## src/vrc_pkg.sv

```systemverilog
// ----------------------------------------------------------------------------
// vrc_pkg
// Types, constants and the color lookup shared by the value-to-RGB colormap.
// ----------------------------------------------------------------------------
`default_nettype none

package vrc_pkg;

    localparam int CfgBits   = 32;
    localparam int IndexBits = 2;
    localparam int KBits     = 10;
    localparam int LevelBits = 11;
    localparam int ColorBits = 8;

    localparam int DefaultValueBits = 32;

    localparam logic [CfgBits-1:0] RangeLowReset  = 32'd0;
    localparam logic [CfgBits-1:0] RangeHighReset = 32'd65536;

    localparam logic [KBits-1:0] KGray = 10'd255;
    localparam logic [KBits-1:0] KHot  = 10'(3 * 255);
    localparam logic [KBits-1:0] KJet  = 10'(4 * 256 - 1);

    localparam logic [LevelBits-1:0] LvHotTop    = 11'(3 * 255);
    localparam logic [LevelBits-1:0] LvHotMid    = 11'(2 * 255);
    localparam logic [LevelBits-1:0] LvHotLow    = 11'd255;
    localparam logic [LevelBits-1:0] LvJetTop    = 11'(4 * 256 - 1);
    localparam logic [LevelBits-1:0] LvJetSeg4   = 11'(3 * 256 + 127);
    localparam logic [LevelBits-1:0] LvJetSeg3   = 11'(2 * 256 + 127);
    localparam logic [LevelBits-1:0] LvJetSeg2   = 11'(256 + 127);
    localparam logic [LevelBits-1:0] LvJetSeg1   = 11'd127;
    localparam logic [LevelBits-1:0] LvJetBase   = 11'd128;
    localparam logic [LevelBits-1:0] LvJetFall   = 11'(4 * 256 + 127);
    localparam logic [LevelBits-1:0] LvJetMidEnd = 11'(2 * 256 + 127);
    localparam logic [LevelBits-1:0] LvJetSeg3Lo = 11'(256 + 128);
    localparam logic [LevelBits-1:0] LvGrayMax   = 11'd255;

    localparam logic [ColorBits-1:0] ColorFull = 8'd255;

    typedef enum logic [IndexBits-1:0] {
        REG_MAP_SELECT = 2'd0,
        REG_RANGE_LOW  = 2'd1,
        REG_RANGE_HIGH = 2'd2
    } reg_index_t;

    typedef enum logic [1:0] {
        MAP_GRAY = 2'd0,
        MAP_HOT  = 2'd1,
        MAP_JET  = 2'd2
    } map_t;

    typedef struct packed {
        map_t map;
        logic force_white;
        logic over_top;
    } side_t;

    typedef struct packed {
        logic [ColorBits-1:0] blue;
        logic [ColorBits-1:0] green;
        logic [ColorBits-1:0] red;
    } rgb_t;

    function automatic logic [KBits-1:0] map_scale(input map_t map);
        logic [KBits-1:0] k;
        case (map)
            MAP_GRAY: k = KGray;
            MAP_HOT:  k = KHot;
            MAP_JET:  k = KJet;
            default:  k = KGray;
        endcase
        return k;
    endfunction

    function automatic rgb_t color_lookup(input side_t side, input logic [LevelBits-1:0] quo);
        rgb_t                 px;
        logic [LevelBits-1:0] lv;
        logic [LevelBits-1:0] t;
        px = '0;
        lv = side.over_top ? (LevelBits'(map_scale(side.map)) + 11'd1) : quo;
        t  = '0;
        if (side.force_white) begin
            px = '{ColorFull, ColorFull, ColorFull};
        end else begin
            case (side.map)
                MAP_GRAY:
                begin
                    t = (lv > LvGrayMax) ? LvGrayMax : lv;
                    px.red   = t[ColorBits-1:0];
                    px.green = t[ColorBits-1:0];
                    px.blue  = t[ColorBits-1:0];
                end
                MAP_HOT:
                begin
                    if (lv > LvHotTop) begin
                        px = '{ColorFull, ColorFull, ColorFull};
                    end else if (lv > LvHotMid) begin
                        t = lv - LvHotMid;
                        px = '{t[ColorBits-1:0], ColorFull, ColorFull};
                    end else if (lv > LvHotLow) begin
                        t = lv - LvHotLow;
                        px = '{8'd0, t[ColorBits-1:0], ColorFull};
                    end else begin
                        px = '{8'd0, 8'd0, lv[ColorBits-1:0]};
                    end
                end
                MAP_JET:
                begin
                    if (lv > LvJetTop) begin
                        px = '{ColorFull, ColorFull, ColorFull};
                    end else if (lv > LvJetSeg4) begin
                        t = LvJetFall - lv;
                        px = '{8'd0, 8'd0, t[ColorBits-1:0]};
                    end else if (lv > LvJetSeg3) begin
                        t = LvJetSeg4 - lv;
                        px = '{8'd0, t[ColorBits-1:0], ColorFull};
                    end else if (lv > LvJetSeg2) begin
                        px.red   = 8'(lv - LvJetSeg3Lo);
                        px.green = ColorFull;
                        px.blue  = 8'(LvJetMidEnd - lv);
                    end else if (lv > LvJetSeg1) begin
                        t = lv - LvJetBase;
                        px = '{ColorFull, t[ColorBits-1:0], 8'd0};
                    end else begin
                        t = LvJetBase + lv;
                        px = '{t[ColorBits-1:0], 8'd0, 8'd0};
                    end
                end
                default:
                begin
                    px = '0;
                end
            endcase
        end
        return px;
    endfunction

endpackage

`default_nettype wire

```

## src/value_to_rgb_colormap.sv

```systemverilog
// ----------------------------------------------------------------------------
// value_to_rgb_colormap
// Scales a fixed-point sample against a configured range and maps the level
// to an RGB pixel through a grayscale, hot or jet colormap.
// ----------------------------------------------------------------------------
//  Channel   Direction  Contents
//  s_axis    in         tdata: sample_value
//  m_axis    out        tdata: red_level, green_level, blue_level
//  cfg       in         we, index, data: map_select, range_low, range_high
//
//  One sample is accepted every clock while the output does not stall.
//  The pipeline is the subtract and multiply stages, the 11-stage divider
//  that forms the level and the output register.
//  Reset clears the pipeline valid bits and restores the register defaults.
//  A stall on the output freezes the whole pipeline and s_tready falls.
// ----------------------------------------------------------------------------
`default_nettype none

module value_to_rgb_colormap #(
    parameter int VALUE_BITS = vrc_pkg::DefaultValueBits
) (
    input  wire logic                              clk,
    input  wire logic                              rst_n,
    input  wire logic                              s_tvalid,
    output logic                                   s_tready,
    // sample_value
    input  wire logic [8*((VALUE_BITS+7)/8)-1:0]   s_tdata,
    output logic                                   m_tvalid,
    input  wire logic                              m_tready,
    // red_level, green_level, blue_level
    output logic [3*vrc_pkg::ColorBits-1:0]        m_tdata,
    input  wire logic                              cfg_we,
    input  wire logic [vrc_pkg::IndexBits-1:0]     cfg_index,
    input  wire logic [vrc_pkg::CfgBits-1:0]       cfg_data
);

    import vrc_pkg::*;

    localparam int ProdBits = VALUE_BITS + KBits;

    map_t                map_select_reg;
    logic [CfgBits-1:0]  range_low_reg;
    logic [CfgBits-1:0]  range_high_reg;

    logic                  en;
    logic [VALUE_BITS-1:0] sample;
    logic [VALUE_BITS-1:0] lo_val;
    logic [VALUE_BITS-1:0] hi_val;
    logic [VALUE_BITS:0]   diff_next;

    logic                  a_valid_reg;
    logic [VALUE_BITS-1:0] a_diff_reg;
    logic                  a_borrow_reg;
    logic [VALUE_BITS-1:0] a_span_reg;
    side_t                 a_side_reg;

    logic [VALUE_BITS-1:0] b_a;
    side_t                 b_side_next;
    logic [ProdBits-1:0]   b_prod_next;
    logic                  b_valid_reg;
    logic [ProdBits-1:0]   b_prod_reg;
    logic [VALUE_BITS-1:0] b_span_reg;
    side_t                 b_side_reg;

    logic                  d_valid;
    logic [LevelBits-1:0]  d_quo;
    side_t                 d_side;

    logic                  out_valid_reg;
    rgb_t                  out_rgb_reg;

    always_ff @(posedge clk or negedge rst_n)
    begin
        if (!rst_n) begin
            map_select_reg <= MAP_GRAY;
            range_low_reg  <= RangeLowReset;
            range_high_reg <= RangeHighReset;
        end else if (cfg_we) begin
            case (reg_index_t'(cfg_index))
                REG_MAP_SELECT: map_select_reg <= map_t'(cfg_data[1:0]);
                REG_RANGE_LOW:  range_low_reg  <= cfg_data;
                REG_RANGE_HIGH: range_high_reg <= cfg_data;
                default:        ;
            endcase
        end
    end

    assign en       = !out_valid_reg || m_tready;
    assign s_tready = en;

    assign sample    = s_tdata[VALUE_BITS-1:0];
    assign lo_val    = VALUE_BITS'(range_low_reg);
    assign hi_val    = VALUE_BITS'(range_high_reg);
    assign diff_next = {1'b0, sample} - {1'b0, lo_val};

    always_ff @(posedge clk or negedge rst_n)
    begin
        if (!rst_n) begin
            a_valid_reg   <= 1'b0;
            b_valid_reg   <= 1'b0;
            out_valid_reg <= 1'b0;
        end else if (en) begin
            a_valid_reg   <= s_tvalid;
            b_valid_reg   <= a_valid_reg;
            out_valid_reg <= d_valid;
        end
    end

    always_ff @(posedge clk)
    begin
        if (en) begin
            a_diff_reg             <= diff_next[VALUE_BITS-1:0];
            a_borrow_reg           <= diff_next[VALUE_BITS];
            a_span_reg             <= hi_val - lo_val;
            a_side_reg.map         <= map_select_reg;
            a_side_reg.force_white <= (hi_val <= lo_val);
            a_side_reg.over_top    <= 1'b0;
        end
    end

    always_comb
    begin
        b_a                  = a_borrow_reg ? '0 : a_diff_reg;
        b_side_next          = a_side_reg;
        b_side_next.over_top = ({1'b0, b_a} >= {a_span_reg, 1'b0});
        b_prod_next          = ProdBits'(b_a) * ProdBits'(map_scale(a_side_reg.map));
    end

    always_ff @(posedge clk)
    begin
        if (en) begin
            b_prod_reg <= b_prod_next;
            b_span_reg <= a_span_reg;
            b_side_reg <= b_side_next;
        end
    end

    vrc_div_pipe #(
        .VALUE_BITS (VALUE_BITS)
    ) u_div (
        .clk       (clk),
        .rst_n     (rst_n),
        .en        (en),
        .in_valid  (b_valid_reg),
        .in_num    (b_prod_reg),
        .in_span   (b_span_reg),
        .in_side   (b_side_reg),
        .out_valid (d_valid),
        .out_quo   (d_quo),
        .out_side  (d_side)
    );

    always_ff @(posedge clk)
    begin
        if (en) begin
            out_rgb_reg <= color_lookup(d_side, d_quo);
        end
    end

    assign m_tvalid = out_valid_reg;
    assign m_tdata  = out_rgb_reg;

endmodule

`default_nettype wire

```

## src/vrc_div_pipe.sv

```systemverilog
// ----------------------------------------------------------------------------
// vrc_div_pipe
// Pipelined restoring divider, one quotient bit per stage, with sideband.
// ----------------------------------------------------------------------------
`default_nettype none

module vrc_div_pipe #(
    parameter int VALUE_BITS = vrc_pkg::DefaultValueBits
) (
    input  wire logic                                   clk,
    input  wire logic                                   rst_n,
    input  wire logic                                   en,
    input  wire logic                                   in_valid,
    input  wire logic [VALUE_BITS+vrc_pkg::KBits-1:0]   in_num,
    input  wire logic [VALUE_BITS-1:0]                  in_span,
    input  wire vrc_pkg::side_t                         in_side,
    output logic                                        out_valid,
    output logic [vrc_pkg::LevelBits-1:0]               out_quo,
    output vrc_pkg::side_t                              out_side
);

    import vrc_pkg::*;

    localparam int ProdBits = VALUE_BITS + KBits;

    logic                 valid_reg [LevelBits];
    logic [ProdBits-1:0]  rem_reg   [LevelBits];
    logic [LevelBits-1:0] quo_reg   [LevelBits];
    logic [VALUE_BITS-1:0] span_reg [LevelBits];
    side_t                side_reg  [LevelBits];

    for (genvar s = 0; s < LevelBits; s++) begin : g_stage
        localparam int Shift = LevelBits - 1 - s;

        logic                  valid_prev;
        logic [ProdBits-1:0]   rem_prev;
        logic [LevelBits-1:0]  quo_prev;
        logic [VALUE_BITS-1:0] span_prev;
        side_t                 side_prev;
        logic [ProdBits-1:0]   divisor;
        logic                  fits;
        logic [ProdBits-1:0]   rem_next;
        logic [LevelBits-1:0]  quo_next;

        if (s == 0) begin : g_first
            assign valid_prev = in_valid;
            assign rem_prev   = in_num;
            assign quo_prev   = '0;
            assign span_prev  = in_span;
            assign side_prev  = in_side;
        end else begin : g_rest
            assign valid_prev = valid_reg[s-1];
            assign rem_prev   = rem_reg[s-1];
            assign quo_prev   = quo_reg[s-1];
            assign span_prev  = span_reg[s-1];
            assign side_prev  = side_reg[s-1];
        end

        always_comb
        begin
            divisor  = ProdBits'(span_prev) << Shift;
            fits     = (rem_prev >= divisor);
            rem_next = fits ? (rem_prev - divisor) : rem_prev;
            quo_next = {quo_prev[LevelBits-2:0], fits};
        end

        always_ff @(posedge clk or negedge rst_n)
        begin
            if (!rst_n) begin
                valid_reg[s] <= 1'b0;
            end else if (en) begin
                valid_reg[s] <= valid_prev;
            end
        end

        always_ff @(posedge clk)
        begin
            if (en) begin
                rem_reg[s]  <= rem_next;
                quo_reg[s]  <= quo_next;
                span_reg[s] <= span_prev;
                side_reg[s] <= side_prev;
            end
        end
    end

    assign out_valid = valid_reg[LevelBits-1];
    assign out_quo   = quo_reg[LevelBits-1];
    assign out_side  = side_reg[LevelBits-1];

endmodule

`default_nettype wire
```

## config.mk

```make
export PLATFORM = sky130hd
export DESIGN_NAME = value_to_rgb_colormap
export DESIGN_NICKNAME = d
export VERILOG_FILES = /design/src/vrc_pkg.sv /design/src/value_to_rgb_colormap.sv /design/src/vrc_div_pipe.sv
export SDC_FILE = /design/constraint.sdc
export NUM_CORES = 2
export LEC_CHECK = 0
export BUFFER_PORTS_ARGS = -buffer_cell sky130_fd_sc_hd__buf_4
export CAP_MARGIN = 20
export CORE_MARGIN = 4
export CORE_UTILIZATION = 35
export CTS_BUF_LIST = sky130_fd_sc_hd__clkbuf_4
export CTS_CLUSTER_SIZE = 25
export DETAILED_ROUTE_END_ITERATION = 7
export REMOVE_ABC_BUFFERS = 1
export SLEW_MARGIN = 20
export SYNTH_ARGS = -nofsm -noshare
export SYNTH_HDL_FRONTEND = slang
export SYNTH_HIERARCHICAL = 1
export SYNTH_SLANG_ARGS = --single-unit
```

## constraint.sdc

```tcl
create_clock -name clk -period 47.5 [get_ports clk]
set_clock_uncertainty 0.1 [all_clocks]
set_input_delay 9.5 -clock clk [delete_from_list [all_inputs] [get_ports clk]]
set_output_delay 9.5 -clock clk [all_outputs]
set_load 0.005 [all_outputs]
```

==> results summary <==
The die is 458 µm wide. The category of the critical setup timing path is in2out. The average wire length per cell after detail routing came out at 16.1 µm.

The max-capacitance violation count is 0. The wire length of the first global-routing pass came out at 252000 µm. For this run, the leading register cell type out of synthesis is sky130_fd_sc_hd__edfxtp_1. The pin count of the biggest net entering global routing came out at 187.

The floorplan step set the die height to 458 µm. The area growth from synthesis to layout is 10.1%. The final routed DRC violation total is 0. TritonCTS built the clock tree.

The instance count of the mapped netlist is 6484. The data required time of the worst path came out at 37.90 ns. The routed via count divided by cell count is 5.00.

The portion of the clock cycle consumed by the worst path in the final layout is 41.7%. For this run, the detailed router's first-pass iteration total came to 8. The top cell family by delay on the critical path is buffers and inverters. The worst register-to-register path begins at a_borrow_reg. The share of synthesized cell area in and, or, nand and nor gates is 9.72%. The slowest stage of the critical path belongs to the cell sky130_fd_sc_hd__nand2b_4.

The depth of the critical timing path with buffers and inverters included is 3. The post-CTS setup repair buffer count is 0. The worst setup path is launched from an input pin. The final count of pins violating max slew is 0.

Setup violations remaining at the end of the flow were counted as 0. Counting the fill cells in the layout gives between 15000 and 20000. The post-synthesis share of cell area spent on full adders, half adders and majority gates came out at 16.5%. Hold repair after CTS inserted 0 buffers. The placed wire-length estimate came out at 118000 µm. Static timing analysis puts the maximum clock frequency at 0.0505 GHz. The clock passes through at most 4 buffers. The worst endpoint data arrival time is 10.22 ns. The initial antenna violation count came out at 3.

The worst setup path is captured at an output pin. The clock insertion delay at the later pin of the skew report is 1.26 ns. The count of flip-flops with a built-in enable after synthesis is 1020. The floorplan has 164 rows. The total via count after detailed routing came out at around 48000.

The async set-or-reset flop fraction in the synthesized netlist is 7.27%. The portion of synthesized area spent on multiplexers is around 2.8%. The number of placed cells counting well taps is 9111. By area, the combinational part of the netlist is dominated by adder cells. Tracing the worst setup path back leads to its startpoint at m_tready. The worst path needs 19.82 ns of the cycle, external delays included. The tightest slew margin relative to the limit is between 20% and 30%. The root buffer cell chosen for the clock tree is sky130_fd_sc_hd__clkbuf_4. The footprint of the multi-input gates is about 0.034 mm². The number of hold violations in the final report is 0. For this run the aggregate overflow at the end of global routing stands at 0. The initial cell density of the core came out at 35.3%. The depth of the most critical reg-to-reg path came out at 21. The routability congestion estimate from global placement is 0.918. The count of routing violations after the opening detailed-route iteration came out at 2622. The CTS sink count is 1100. The yosys synthesis warning count is 6.

The path category of the worst min-delay check is reg2reg. In this run the critical register-to-register path is captured at b_prod_reg[39]. The flip-flop count of the largest register after layout came out at 420. The final setup TNS came out at 0 ns. The cell occurring most often along the worst timing path is sky130_fd_sc_hd__buf_4. The via count of the first global-routing pass is approximately 50000. The cell area after synthesis is between 0.07 and 0.08 mm². The largest single stage delay on the critical path is 0.30 ns. The flop and latch count out of synthesis came out at 1100. In this run the worst path has a maximum fanout of 9. The sequential cell area is ~0.033 mm².

Wires add up to 154000 µm. The setup check on the worst reg-to-reg path leaves a slack of between 30 and 40 ns. The number of gates resized after CTS was 0. The share of final-layout standard cells stronger than drive strength 1 came out at 11.7%. The per-instance average area after synthesis came out at 10.9 µm². Setup repair after global routing left no endpoint under its margin.

The post-layout instance count excluding filler cells came out at 9599. The number of buffers inserted during clock tree synthesis is 305. The count of buffering cells on the critical path with inverters included came out at 2. Summing the sequential cell areas from Yosys gives 46.1% of the chip area.

The number of port buffers came out at 96. The count of H-tree levels built during CTS came out at 5. Traced cell by cell, the critical path runs through buf_4 -> nand2b_4 -> buf_4.

Global routing used 14.6% of the available tracks across all layers. Of the total synthesized cell area, the portion taken by XOR and XNOR cells is 5.20%. The distinct cell type count after synthesis is roughly 110. The slew at the pin with the worst max-slew slack came out at 1.16 ns. The die outline area is 0.210 mm². The run finished with clean final reports. The number of nets at the end of the flow is 7617.

The clock transition at the register clock pins on the worst setup and hold paths after CTS came out at 0.06 ns. In this run the worst setup path terminates at s_tready. The number of top-level pins is between 90 and 100. The count of nets left with antenna violations once routing finished came out at 0.

The compound-cell area share of the yosys netlist is 14.3%. The area of the core is 0.200 mm².
worst min-delay path by stage:
stage	depth (start not counted)	start	slack, ns	to
after global placement	0	u_div/quo_reg[2][2]	0.30	u_div/quo_reg[3][3]
after detailed placement	0	u_div/quo_reg[2][2]	0.30	u_div/quo_reg[3][3]
after global routing	0	u_div/side_reg[1][3]	0.28	u_div/side_reg[2][3]
after CTS	0	u_div/side_reg[1][3]	0.27	u_div/side_reg[2][3]
after floorplan	0	a_side_reg[1]	0.30	b_side_reg[1]
final	0	u_div/quo_reg[8][1]	0.27	u_div/quo_reg[9][2]
layout by cell type (no fill, tap or decap), types with 97 or more instances in the layout:
| cell type | n |
|---|---|
| sky130_fd_sc_hd__inv_1 | 817 |
| sky130_fd_sc_hd__nand3_1 | 97 |
| sky130_fd_sc_hd__edfxtp_1 | 1020 |
| sky130_fd_sc_hd__nor2_1 | 385 |
| sky130_fd_sc_hd__mux2_2 | 155 |
| sky130_fd_sc_hd__o21ai_0 | 323 |
| sky130_fd_sc_hd__fa_1 | 250 |
| sky130_fd_sc_hd__nand2_1 | 393 |
| sky130_fd_sc_hd__a21oi_1 | 552 |
| sky130_fd_sc_hd__xnor2_1 | 277 |
| sky130_fd_sc_hd__a21o_1 | 249 |
| sky130_fd_sc_hd__ha_1 | 534 |
| sky130_fd_sc_hd__clkbuf_4 | 414 |
| sky130_fd_sc_hd__xor2_1 | 144 |
| sky130_fd_sc_hd__buf_4 | 128 |
layer usage:
| layer | GRT usage, % | wire, µm | vias up |
|---|---|---|---|
| li1 | - | - | 23800 |
| met1 | 16.9 | 64200 | 22600 |
| met2 | 26.2 | 77200 | 1080 |
| met3 | 2.47 | 5600 | 445 |
| met4 | 7.11 | 7160 | 0 |
| met5 | 0 | 0 | - |
through the flow:
stage / hold slack (ns) / instance area [µm²] / setup slack (ns) / utilization [%]
after CTS: 0.272 / 78000 / 27.67 / 38.9
after detailed placement: 0.305 / 74500 / 27.67 / 37.2
after global placement: 0.301 / 74500 / 27.67 / 37.2
after floorplan: 0.300 / 70100 / 3.80 / -
after global routing: 0.278 / 78000 / 27.67 / 38.9
final: 0.267 / 78000 / 27.68 / 38.9
cell families (layout without fill, tap and decap cells):
group | after synthesis | count (layout)
AND/OR/NAND/NOR | 1414 | 1414
AO/OA/AOI/OAI | 1606 | 1606
buffers and inverters | 980 | 1429
flip-flops | 1100 | 1100
multiplexers | 179 | 179
XOR/XNOR | 421 | 421
other | 0 | 10
adder cells (fa/ha/maj) | 784 | 784
cell type report:
type                    instances  share of cell area, %
diodes                         10                 0.0321
clock buffers                 414                   3.98
clock inverters                64                  0.494
inverters                     820                   3.94
multi-input cells            4404                   44.2
flip-flops and latches       1100                   41.8
well taps                    2656                   4.26
repair buffers                131                   1.31
cells in the mapped netlist (13+ instances only):
library cell	n	area share, %
sky130_fd_sc_hd__mux2_2	155	2.5
sky130_fd_sc_hd__and2_1	31	0.27
sky130_fd_sc_hd__or2_2	13	0.11
sky130_fd_sc_hd__o211ai_1	23	0.24
sky130_fd_sc_hd__a21o_1	250	2.6
sky130_fd_sc_hd__nor4_1	31	0.27
sky130_fd_sc_hd__nand4_1	74	0.65
sky130_fd_sc_hd__clkbuf_1	107	0.57
sky130_fd_sc_hd__xnor2_1	277	3.4
sky130_fd_sc_hd__nor2_1	385	2.0
sky130_fd_sc_hd__and3_1	57	0.50
sky130_fd_sc_hd__nand2_1	393	2.1
sky130_fd_sc_hd__o21a_1	54	0.57
sky130_fd_sc_hd__dfrtp_1	79	2.8
sky130_fd_sc_hd__o31ai_1	20	0.21
sky130_fd_sc_hd__nor2b_1	78	0.69
sky130_fd_sc_hd__o21ai_0	323	2.3
sky130_fd_sc_hd__nand2b_1	96	0.85
sky130_fd_sc_hd__xor2_1	144	1.8
sky130_fd_sc_hd__a31oi_1	68	0.60
sky130_fd_sc_hd__fa_1	250	7.1
sky130_fd_sc_hd__a21oi_1	552	3.9
sky130_fd_sc_hd__ha_1	534	9.4
sky130_fd_sc_hd__a211oi_1	46	0.49
sky130_fd_sc_hd__inv_1	817	4.3
sky130_fd_sc_hd__buf_2	28	0.20
sky130_fd_sc_hd__or3_1	21	0.19
sky130_fd_sc_hd__nand3_1	97	0.69
sky130_fd_sc_hd__mux2i_1	13	0.18
sky130_fd_sc_hd__o21ai_1	21	0.15
sky130_fd_sc_hd__o21bai_1	66	0.70
sky130_fd_sc_hd__nor3_1	63	0.44
sky130_fd_sc_hd__edfxtp_1	1020	43
Power is left out: the tool's default activity adds up to more than one toggle a clock period on the data nets, which glitch-free logic cannot reach.
